### config.mk
export PLATFORM = sky130hd
export DESIGN_NAME = modular_power
export DESIGN_NICKNAME = d
export VERILOG_FILES = /design/src/mp_pkg.sv /design/src/mp_mulmod.sv /design/src/modular_power.sv
export SDC_FILE = /design/constraint.sdc
export NUM_CORES = 1
export LEC_CHECK = 0
export BUFFER_PORTS_ARGS = -buffer_cell sky130_fd_sc_hd__buf_2
export CAP_MARGIN = 10
export CORE_UTILIZATION = 31
export CTS_BUF_LIST = sky130_fd_sc_hd__clkbuf_4
export DETAILED_ROUTE_END_ITERATION = 8
export MAX_ROUTING_LAYER = met4
export PLACE_DENSITY = 0.5
export SLEW_MARGIN = 25
export SYNTH_ARGS = -nofsm -noshare
export SYNTH_HDL_FRONTEND = slang
export SYNTH_SLANG_ARGS = --single-unit
### constraint.sdc
create_clock -name aclk -period 8.6 [get_ports aclk]
set_input_delay 2.58 -clock aclk [delete_from_list [all_inputs] [get_ports aclk]]
set_output_delay 2.58 -clock aclk [all_outputs]
set_load 0.01 [all_outputs]
### src/mp_pkg.sv
package mp_pkg;

    localparam int MOD_W            = 31;
    localparam int DATA_W           = 32;
    localparam int EXP_BITS_DEFAULT = 32;
    localparam int MUL_BITS_DEFAULT = 32;

    localparam logic [MOD_W-1:0] MODULUS_RESET = MOD_W'(100000007);

    typedef struct packed {
        logic signed [DATA_W-1:0] base;
        logic signed [DATA_W-1:0] exponent;
    } mp_in_t;

    typedef struct packed {
        logic [MOD_W-1:0] power;
        logic             reciprocal;
    } mp_out_t;

endpackage

### src/mp_mulmod.sv
module mp_mulmod #(
    parameter int MUL_BITS = mp_pkg::MUL_BITS_DEFAULT
) (
    input  logic                     aclk,
    input  logic                     aresetn,
    input  logic                     start,
    input  logic [mp_pkg::MOD_W-1:0] mcand,
    input  logic [MUL_BITS-1:0]      mplier,
    input  logic [mp_pkg::MOD_W-1:0] modulus,
    output logic                     done,
    output logic [mp_pkg::MOD_W-1:0] result
);
    import mp_pkg::*;

    localparam int CNT_W = (MUL_BITS > 1) ? $clog2(MUL_BITS) : 1;

    logic                busy_reg, busy_next;
    logic                phase_reg, phase_next;
    logic                done_reg, done_next;
    logic [CNT_W-1:0]    cnt_reg, cnt_next;
    logic [MOD_W-1:0]    r_reg, r_next;
    logic [MOD_W-1:0]    mcand_reg, mcand_next;
    logic [MUL_BITS-1:0] mplier_reg, mplier_next;

    logic [MOD_W-1:0]    addend;
    logic [MOD_W:0]      sum;
    logic [MOD_W:0]      diff;
    logic [MOD_W-1:0]    r_step;

    // For each multiplier bit: first r = 2r mod m, then r = r + bit*a mod m.
    always_comb begin
        addend = phase_reg ? (mplier_reg[MUL_BITS-1] ? mcand_reg : '0) : r_reg;
        sum    = {1'b0, r_reg} + {1'b0, addend};
        diff   = sum - {1'b0, modulus};
        r_step = (sum >= {1'b0, modulus}) ? diff[MOD_W-1:0] : sum[MOD_W-1:0];
    end

    always_comb begin
        busy_next   = busy_reg;
        phase_next  = phase_reg;
        done_next   = 1'b0;
        cnt_next    = cnt_reg;
        r_next      = r_reg;
        mcand_next  = mcand_reg;
        mplier_next = mplier_reg;
        if (start) begin
            busy_next   = 1'b1;
            phase_next  = 1'b0;
            cnt_next    = '0;
            r_next      = '0;
            mcand_next  = mcand;
            mplier_next = mplier;
        end else if (busy_reg) begin
            r_next     = r_step;
            phase_next = ~phase_reg;
            if (phase_reg) begin
                mplier_next = {mplier_reg[MUL_BITS-2:0], 1'b0};
                if (cnt_reg == CNT_W'(MUL_BITS - 1)) begin
                    busy_next = 1'b0;
                    done_next = 1'b1;
                end else begin
                    cnt_next = cnt_reg + 1'b1;
                end
            end
        end
    end

    always_ff @(posedge aclk) begin
        if (!aresetn) begin
            busy_reg  <= 1'b0;
            phase_reg <= 1'b0;
            done_reg  <= 1'b0;
            cnt_reg   <= '0;
        end else begin
            busy_reg  <= busy_next;
            phase_reg <= phase_next;
            done_reg  <= done_next;
            cnt_reg   <= cnt_next;
        end
        r_reg      <= r_next;
        mcand_reg  <= mcand_next;
        mplier_reg <= mplier_next;
    end

    assign done   = done_reg;
    assign result = r_reg;

endmodule

### src/modular_power.sv
// Modular exponentiation: power = base ^ |exponent| mod modulus.
// The input channel (s_valid, s_ready, s_data) takes a signed base and a signed
// exponent; the result channel (m_valid, m_ready, m_data) returns the power and
// a reciprocal flag, set for a negative exponent and a nonzero base.
// The modulus register is written through cfg_wr_en and cfg_wr_data; the user
// must write it only while the block is idle; the block does not enforce it.
// A modulus of zero acts as one. One transaction is processed at a time.
// The base is first reduced by a bit-serial modular multiplier; then each of
// the EXP_BITS exponent bits takes another pass of two such multipliers
// running side by side. s_ready returns once the result has moved from ST_FIN
// into the output register, so no new transaction is accepted before then.
// A zero base or zero exponent skips the multipliers and goes through ST_FIN
// straight to the output register.
// A finished result sits in an output register, so a stalled receiver does not
// hold up the next transaction; only a second result waits until it is taken.
// Reset returns the block to idle with no pending result and loads the
// modulus with 100000007.
module modular_power #(
    parameter int EXP_BITS = mp_pkg::EXP_BITS_DEFAULT
) (
    input  logic                     aclk,
    input  logic                     aresetn,
    input  logic                     s_valid,
    output logic                     s_ready,
    input  mp_pkg::mp_in_t           s_data,
    output logic                     m_valid,
    input  logic                     m_ready,
    output mp_pkg::mp_out_t          m_data,
    input  logic                     cfg_wr_en,
    input  logic [mp_pkg::MOD_W-1:0] cfg_wr_data
);
    import mp_pkg::*;

    localparam int BIT_CNT_W = $clog2(EXP_BITS);

    localparam logic [2:0] ST_IDLE   = 3'd0;
    localparam logic [2:0] ST_REDUCE = 3'd1;
    localparam logic [2:0] ST_EXP    = 3'd2;
    localparam logic [2:0] ST_FIN    = 3'd3;

    logic [2:0]           state_reg, state_next;
    logic                 start_reg, start_next;
    logic                 out_valid_reg, out_valid_next;
    mp_out_t              out_data_reg, out_data_next;
    logic [MOD_W-1:0]     modulus_reg, modulus_next;
    logic [MOD_W-1:0]     acc_reg, acc_next;
    logic [MOD_W-1:0]     sq_reg, sq_next;
    logic [EXP_BITS-1:0]  exp_reg, exp_next;
    logic [BIT_CNT_W-1:0] bit_cnt_reg, bit_cnt_next;
    logic [DATA_W-1:0]    babs_reg, babs_next;
    logic                 bneg_reg, bneg_next;
    logic                 eneg_reg, eneg_next;
    logic [MOD_W-1:0]     power_reg, power_next;
    logic                 recip_reg, recip_next;

    logic [MOD_W-1:0]     mod_eff;
    logic [MOD_W-1:0]     one_mod;
    logic [DATA_W-1:0]    babs_in;
    logic [DATA_W-1:0]    emag_in;
    logic [MOD_W-1:0]     mcand_a;
    logic [DATA_W-1:0]    mplier_a;
    logic [DATA_W-1:0]    mplier_sq;
    logic                 done_a, done_b;
    logic [MOD_W-1:0]     res_a, res_b;
    logic                 accept;

    assign mod_eff   = (modulus_reg == '0) ? MOD_W'(1) : modulus_reg;
    assign one_mod   = (mod_eff == MOD_W'(1)) ? '0 : MOD_W'(1);
    assign babs_in   = s_data.base[DATA_W-1] ? $unsigned(-s_data.base)
                                             : $unsigned(s_data.base);
    assign emag_in   = s_data.exponent[DATA_W-1] ? $unsigned(-s_data.exponent)
                                                 : $unsigned(s_data.exponent);
    assign mplier_sq = {{(DATA_W - MOD_W){1'b0}}, sq_reg};
    assign mcand_a   = (state_reg == ST_REDUCE) ? one_mod : acc_reg;
    assign mplier_a  = (state_reg == ST_REDUCE) ? babs_reg : mplier_sq;

    assign s_ready = (state_reg == ST_IDLE);
    assign accept  = s_valid && s_ready;
    assign m_valid = out_valid_reg;
    assign m_data  = out_data_reg;

    mp_mulmod #(
        .MUL_BITS (DATA_W)
    ) u_mul_acc (
        .aclk    (aclk),
        .aresetn (aresetn),
        .start   (start_reg),
        .mcand   (mcand_a),
        .mplier  (mplier_a),
        .modulus (mod_eff),
        .done    (done_a),
        .result  (res_a)
    );

    mp_mulmod #(
        .MUL_BITS (DATA_W)
    ) u_mul_sq (
        .aclk    (aclk),
        .aresetn (aresetn),
        .start   (start_reg && (state_reg == ST_EXP)),
        .mcand   (sq_reg),
        .mplier  (mplier_sq),
        .modulus (mod_eff),
        .done    (done_b),
        .result  (res_b)
    );

    always_comb begin
        state_next     = state_reg;
        start_next     = 1'b0;
        out_valid_next = out_valid_reg && !m_ready;
        out_data_next  = out_data_reg;
        modulus_next   = cfg_wr_en ? cfg_wr_data : modulus_reg;
        acc_next       = acc_reg;
        sq_next        = sq_reg;
        exp_next       = exp_reg;
        bit_cnt_next   = bit_cnt_reg;
        babs_next      = babs_reg;
        bneg_next      = bneg_reg;
        eneg_next      = eneg_reg;
        power_next     = power_reg;
        recip_next     = recip_reg;

        case (state_reg)
            ST_IDLE: begin
                if (accept) begin
                    if (s_data.base == '0) begin
                        power_next = '0;
                        recip_next = 1'b0;
                        state_next = ST_FIN;
                    end else if (s_data.exponent == '0) begin
                        power_next = MOD_W'(1);
                        recip_next = 1'b0;
                        state_next = ST_FIN;
                    end else begin
                        babs_next    = babs_in;
                        bneg_next    = s_data.base[DATA_W-1];
                        eneg_next    = s_data.exponent[DATA_W-1];
                        exp_next     = EXP_BITS'(emag_in);
                        bit_cnt_next = '0;
                        start_next   = 1'b1;
                        state_next   = ST_REDUCE;
                    end
                end
            end
            ST_REDUCE: begin
                if (done_a) begin
                    sq_next    = (bneg_reg && (res_a != '0)) ? (mod_eff - res_a) : res_a;
                    acc_next   = one_mod;
                    start_next = 1'b1;
                    state_next = ST_EXP;
                end
            end
            ST_EXP: begin
                if (done_a && done_b) begin
                    acc_next = exp_reg[0] ? res_a : acc_reg;
                    sq_next  = res_b;
                    exp_next = exp_reg >> 1;
                    if (bit_cnt_reg == BIT_CNT_W'(EXP_BITS - 1)) begin
                        power_next = acc_next;
                        recip_next = eneg_reg;
                        state_next = ST_FIN;
                    end else begin
                        bit_cnt_next = bit_cnt_reg + 1'b1;
                        start_next   = 1'b1;
                    end
                end
            end
            ST_FIN: begin
                if (!out_valid_reg || m_ready) begin
                    out_valid_next           = 1'b1;
                    out_data_next.power      = power_reg;
                    out_data_next.reciprocal = recip_reg;
                    state_next               = ST_IDLE;
                end
            end
            default: begin
                state_next = ST_IDLE;
            end
        endcase
    end

    always_ff @(posedge aclk) begin
        if (!aresetn) begin
            state_reg     <= ST_IDLE;
            start_reg     <= 1'b0;
            out_valid_reg <= 1'b0;
            modulus_reg   <= MODULUS_RESET;
        end else begin
            state_reg     <= state_next;
            start_reg     <= start_next;
            out_valid_reg <= out_valid_next;
            modulus_reg   <= modulus_next;
        end
        out_data_reg <= out_data_next;
        acc_reg      <= acc_next;
        sq_reg       <= sq_next;
        exp_reg      <= exp_next;
        bit_cnt_reg  <= bit_cnt_next;
        babs_reg     <= babs_next;
        bneg_reg     <= bneg_next;
        eneg_reg     <= eneg_next;
        power_reg    <= power_next;
        recip_reg    <= recip_next;
    end

endmodule
======== Word level (Yosys, flattened, before mapping) ========
Index checks and enable logic that the tools add are counted.
storage, ports and cells
  memory bits (writable) .................. 0
  memories ................................ 0
  bits of input ports ..................... 100
  output and inout port bits .............. 34
  word-level logic and storage cells ...... 179
  bits in read-only memories .............. 0
  bits in latches ......................... 0
  bits in registers ....................... 437
operators by class
  multiply operators ...................... 0
  add/sub/neg operators ................... 10
  order comparisons ....................... 2
  bitwise operators ....................... 9
  reduce and logical (&&, ||, !) cells .... 35
  mux-type cells .......................... 76
  equal/unequal tests ..................... 16
  divide/modulo/power cells ............... 0
  shifts and indexed selects .............. 0
operators with widths
  kind                                                   count
  2-to-1 mux 31 bit                                      23
  2-to-1 mux 32 bit                                      9
  case mux 31 bit (2 select lines)                       3
  subtractor 31 bit                                      3
  adder 31 x 31 -> 32 bit                                2
  >= comparator 32 x 31 -> 1 bit                         2
  logical NOT 32 bit                                     2
  negator 32 bit                                         2
  case mux 32 bit (2 select lines)                       1
  equality test 31 x 1 -> 1 bit (second input constant)  1
  logical NOT 31 bit                                     1
  nonzero test 31 bit                                    1
  2-to-1 mux 5 bit                                       5
  2-to-1 mux 1 bit                                       24
  adder 5 x 1 -> 5 bit (second input constant)           3
  equality test 5 bit (second input constant)            3
  2-to-1 mux 3 bit                                       5
  AND reduction 5 bit                                    3
  case mux 3 bit (4 select lines)                        1
  nonzero test 2 bit                                     6
  case mux 5 bit (2 select lines)                        1
  NOT 1 bit                                              9
  AND reduction 3 bit                                    3
  != test 2 x 1 -> 1 bit (second input constant)         4
  other kinds (16)                                       31

======== Depth between registers and ports, before layout ========
  word-level depth ........................ 6
  mapped depth ............................ 32
  depth with buffers taken out ............ 28

======== Modules after synthesis ========
From an unflattened synthesis, not the netlist that was laid out.
unflattened totals
  cell total of the unflattened synthesis .. 2991
  area, all modules ....................... 28617.4 µm²
by module, submodules not included
  module                 cells an instance  times used  area each (µm²)  seq. area each (µm²)
  modular_power          1177               1           12667.1          6616.3
  mp_mulmod (u_mul_sq)   944                1           8303.0           2672.6
  mp_mulmod (u_mul_acc)  870                1           7647.3           2672.6

======== Least setup slack after synthesis ========
OpenSTA, ideal clock, no wires.
  path type ............................... input-to-reg
  start point ............................. input s_data[41] in the netlist's numbering
  end point ............................... register power_reg[0] (enable)
  slack ................................... 0.458 ns
  arrival ................................. 7.680 ns
  stages .................................. 10
  library setup time ...................... 0.461 ns
  buffers on the path ..................... 0
  required time ........................... 8.139 ns
  cell sequence ........................... or4_4 > or3_4 > or3_4 > or3_4 > or3_4 > or3_4 > or3_4 > o31ai_4 > a21oi_1 > nor3_1
on the way
  word-level cells in the longest chain between the ends .. 3
RTL lines
  element                                  line                  source
  from (decl)                              modular_power.sv:25   input mp_pkg::mp_in_t s_data,
  logical NOT 32 bit                       modular_power.sv:127  if (s_data.base == '0) begin
  != test 3 x 1 -> 1 bit (no source line)  -
  AND reduction 5 bit (no source line)     -
  to (signal assigned)                     modular_power.sv:203  power_reg <= power_next;
  to (decl)                                modular_power.sv:53   logic [MOD_W-1:0] power_reg, power_next;
Every way passes these cells.
A chain may end at the register's enable or synchronous reset.

======== Final worst setup path ========
  start point ............................. register u_mul_sq.phase_reg
  end point ............................... register u_mul_sq.r_reg[9], in the netlist u_mul_sq.result[9]
on the way
  word-level cells in the longest chain between the ends .. 4
  elaborated cells between the ends (all ways) .. 5
  those cells by class .................... add/sub (2); order compare (1); mux (2)
RTL lines
  element                                                                     line                              source
  from (decl)                                                                 mp_mulmod.sv:18                   logic phase_reg, phase_next;
  from (signal assigned)                                                      mp_mulmod.sv:76                   phase_reg <= phase_next;
  2-to-1 mux 31 bit (*)                                                       mp_mulmod.sv:32                   addend = phase_reg ? (mplier_reg[MUL_BITS-1] ? mcand_reg : '0) : r_reg;
  adder 31 x 31 -> 32 bit (*)                                                 mp_mulmod.sv:33                   sum = {1'b0, r_reg} + {1'b0, addend};
  subtractor 31 bit / >= comparator 32 x 31 -> 1 bit (equally long branches)  mp_mulmod.sv:34, mp_mulmod.sv:35
  2-to-1 mux 31 bit (*)                                                       mp_mulmod.sv:35                   r_step = (sum >= {1'b0, modulus}) ? diff[MOD_W-1:0] : sum[MOD_W-1:0];
  to (signal assigned)                                                        mp_mulmod.sv:80                   r_reg <= r_next;
  to (decl)                                                                   mp_mulmod.sv:21                   logic [MOD_W-1:0] r_reg, r_next;
Every way passes the cells marked *; elsewhere a longest branch is shown, timed or not.

==> results.md <==
Routing:
- The routed layout has 21,300 vias.
- The number of antenna-violating nets in the routed design is 0.
- In the routed design, unresolved DRC markers number 0.
- Wires add up to 79,800 um.
- The iteration-0 DRC count of the detailed router is 1,548.
- Before antenna repair, the detailed router went through 7 iterations.
- After detailed routing, the average wire length per cell comes to 18.9 um.
- In the routed layout, each cell is associated on average with a via count of 5.04.

Run status:
- The flow ran to the end, and the final reports show no timing, DRC or antenna violations.

STA:
- The final clock period utilization by the worst path is 0.823.
- Setup violations remaining at the end of the flow were counted as 0.
- The max-slew violation count is 0.
- Setup repair after global routing left no endpoint under its margin.
- Across all setup checks in the final design, the least slack found is 1.52 ns.
- For the pin with the worst max-slew slack, the measured transition is 1.02 ns.
- The number of endpoints with negative hold slack in the final report is 0.
- The sum of negative setup slack is 0 ns.
- Headroom to the max-slew limit came out at 0.321.
- For this run, the top clock speed supported by timing is 141 MHz.
- The post-route clock skew is 0.0662 ns.
- Subtracting the final worst setup slack from the clock period gives 7.08 ns.

CTS:
- The number of post-CTS setup repair buffers is 0.
- The hold buffer count at CTS is 0.
- For the worst-skew pair, the clock arrives at the later sink with an insertion delay of 0.97 ns.
- The clock drives 436 sinks.
- The count of H-tree levels built during CTS is 4.
- Clock-pin slew was measured on the worst setup and hold paths at 0.06 ns.
- The tree is rooted in a sky130_fd_sc_hd__clkbuf_4.
- The clock passes through at most 3 buffers.
- In this run, post-CTS repair resized a total of 0 instances.
- TritonCTS created 131 clock buffers.
- The TritonCTS clock tree is built.

Critical path:
- The arrival time at the worst endpoint is 7.84 ns.
- The worst setup path is captured at a register.
- STA classifies the critical path startpoint as a register.
- The largest single stage delay on the critical path is 0.70 ns.
- The critical path is of the reg2reg type.
- The required time at the endpoint of the critical path is 9.36 ns.
- The most numerous cell type found on the critical path is sky130_fd_sc_hd__a21oi_1.
- Across all register-to-register paths, the minimum setup slack is 1.52 ns.
- Along the worst path, the maximum fanout reaches 37.
- The largest individual stage delay along the critical path comes from the cell sky130_fd_sc_hd__a31oi_4.

Final layout:
- The final cell count without fillers is 4,229.
- The layout net count is 3,248.
- The filler cells instantiated in the layout total 8,875.
- The area growth from synthesis to layout is 13.7%.
- Of the cells placed in the final design, the portion with a size suffix greater than 1 is 0.137.
- After routing the design area is 30,500 um^2.

Placement:
- OpenSTA, run right after detailed placement, puts the worst setup slack at 1.60 ns.
- The number of cells in the design after placement is 3,987.
- The routability congestion estimate from global placement is 0.912.
- The count of buffers from port buffering is 133.
- The wire-length estimate of the detail-placed layout is 58,200 um.
- The cell area reported after detailed placement is 28,600 um^2.

Synthesis:
- The biggest area contributor in the post-synthesis netlist is sky130_fd_sc_hd__edfxtp_1.
- The share of synthesized area in the top cell type comes to 0.360.
- Of the synthesized area, sequential elements account for 0.446.
- The proportion of register bits with asynchronous set or reset after synthesis is 0.
- After synthesis the netlist holds a flip-flop and latch count of 436.
- Each instance of the synthesized netlist takes up on average 9.45 um^2.
- After synthesis, the most frequently instantiated cells are 350 x sky130_fd_sc_hd__nand2_1, 322 x sky130_fd_sc_hd__edfxtp_1, 227 x sky130_fd_sc_hd__nor2_1.
- The combined area of all synthesized cells is 26,800 um^2.
- The Yosys step of the flow raised 0 warnings.
- Synthesis produced a netlist whose cell count is 2,838.
- The cell with the most instances after synthesis is sky130_fd_sc_hd__nand2_1.
- Yosys attributes the largest share of cell area to sky130_fd_sc_hd__edfxtp_1 36%, sky130_fd_sc_hd__dfxtp_1 8.5%, sky130_fd_sc_hd__ha_1 7.7%.
- For this run, the leading register cell type out of synthesis is sky130_fd_sc_hd__edfxtp_1.
- The unique cell type count in the Yosys netlist is 75.
- The number of nets handed over by synthesis was 3,108.
- Yosys mapped a number of flops with a built-in enable equal to 322.

Global route:
- The initial antenna violation count is 2.
- The number of global-route vias before repair is 20,600.
- The largest net degree at the start of global routing is 90.
- The total track usage is 0.187.
- The total overflow left after global routing is 0.
- The wire length of the first global-routing pass is 122,000 um.

Floorplanning:
- The horizontal extent of the die is 296 um.
- The die covers 87,700 um^2.
- In this run the standard cell core region covers 85,400 um^2.
- The number of top-level pins is 134.
- The initial utilization of the core area, before any placement, comes to 0.314.
- The floorplan has 107 rows.
- The y dimension of the die is 296 um.

Run:
- The max-capacitance violation count is 0.

Worst hold path:
- In this run the worst hold path is classified as reg2reg.
## cell usage in the layout, fill, tap and decap left out, types with 76 or more instances in the layout
cell type,Yosys,layout
sky130_fd_sc_hd__a21oi_1,192,191
sky130_fd_sc_hd__clkbuf_4,0,201
sky130_fd_sc_hd__edfxtp_1,322,322
sky130_fd_sc_hd__nor2_1,227,226
sky130_fd_sc_hd__o21ai_0,205,204
sky130_fd_sc_hd__dfxtp_1,114,111
sky130_fd_sc_hd__mux2i_1,103,103
sky130_fd_sc_hd__xnor2_1,114,114
sky130_fd_sc_hd__buf_2,1,133
sky130_fd_sc_hd__nand2_1,350,350
sky130_fd_sc_hd__nor2b_1,77,76
sky130_fd_sc_hd__ha_1,165,163
sky130_fd_sc_hd__inv_1,151,150
## metal layers
metal	GRT usage	vias to the layer above	wire, um
li1	-	10600	-
met1	0.261	10100	39300
met2	0.270	513	34400
met3	0.0300	124	3930
met4	0.0708	0	2130
met5	-	-	0
## worst paths after layout
check,cells past startpoint,endpoint,startpoint
max,27,u_mul_sq.result[9],u_mul_sq.phase_reg
max reg2reg,27,u_mul_sq.result[9],u_mul_sq.phase_reg
min,0,m_data[28],power_reg[27]
min reg2reg,0,m_data[28],power_reg[27]
## critical path: cells and delay by family, from the launching register on
| family | cells | cell delay (ns) |
|---|---|---|
| muxes | 1 | 0.21 |
| buffers and inverters | 3 | 0.78 |
| and+or+nand+nor | 5 | 1.27 |
| xor gates and xnor gates | 1 | 0.24 |
| adders and majority gates | 3 | 0.95 |
| DFF | 1 | 0.30 |
| AOI/OAI and AO/OA | 14 | 3.10 |
## stage by stage
step                      hold WS, ns  utilization
after floorplan                 0.400            -
after global placement          0.402        0.335
after detailed placement        0.405        0.335
after CTS                       0.425        0.356
after global routing            0.430        0.357
final                           0.423        0.357
## layout make-up
class	instances	area (um^2)	share of cell area
multi-input combinational	2097	13800	0.453
sequential	436	12000	0.392
clock buffer	201	1510	0.0495
tap	1144	1430	0.0469
timing repair buffer	160	925	0.0303
inverter	152	571	0.0187
clock inverter	36	273	0.00895
antenna	3	7.51	0.000246
## cell families after synthesis
logic type,share of synthesized area
xor+xnor,0.0617
flops,0.446
fa+ha+maj,0.0818
mux,0.0405
compound gates,0.177
simple gates,0.150
buf+inv,0.0427
Power is not shown: default switching activity piles up to over one toggle a cycle in this logic, so the estimate is an artifact.
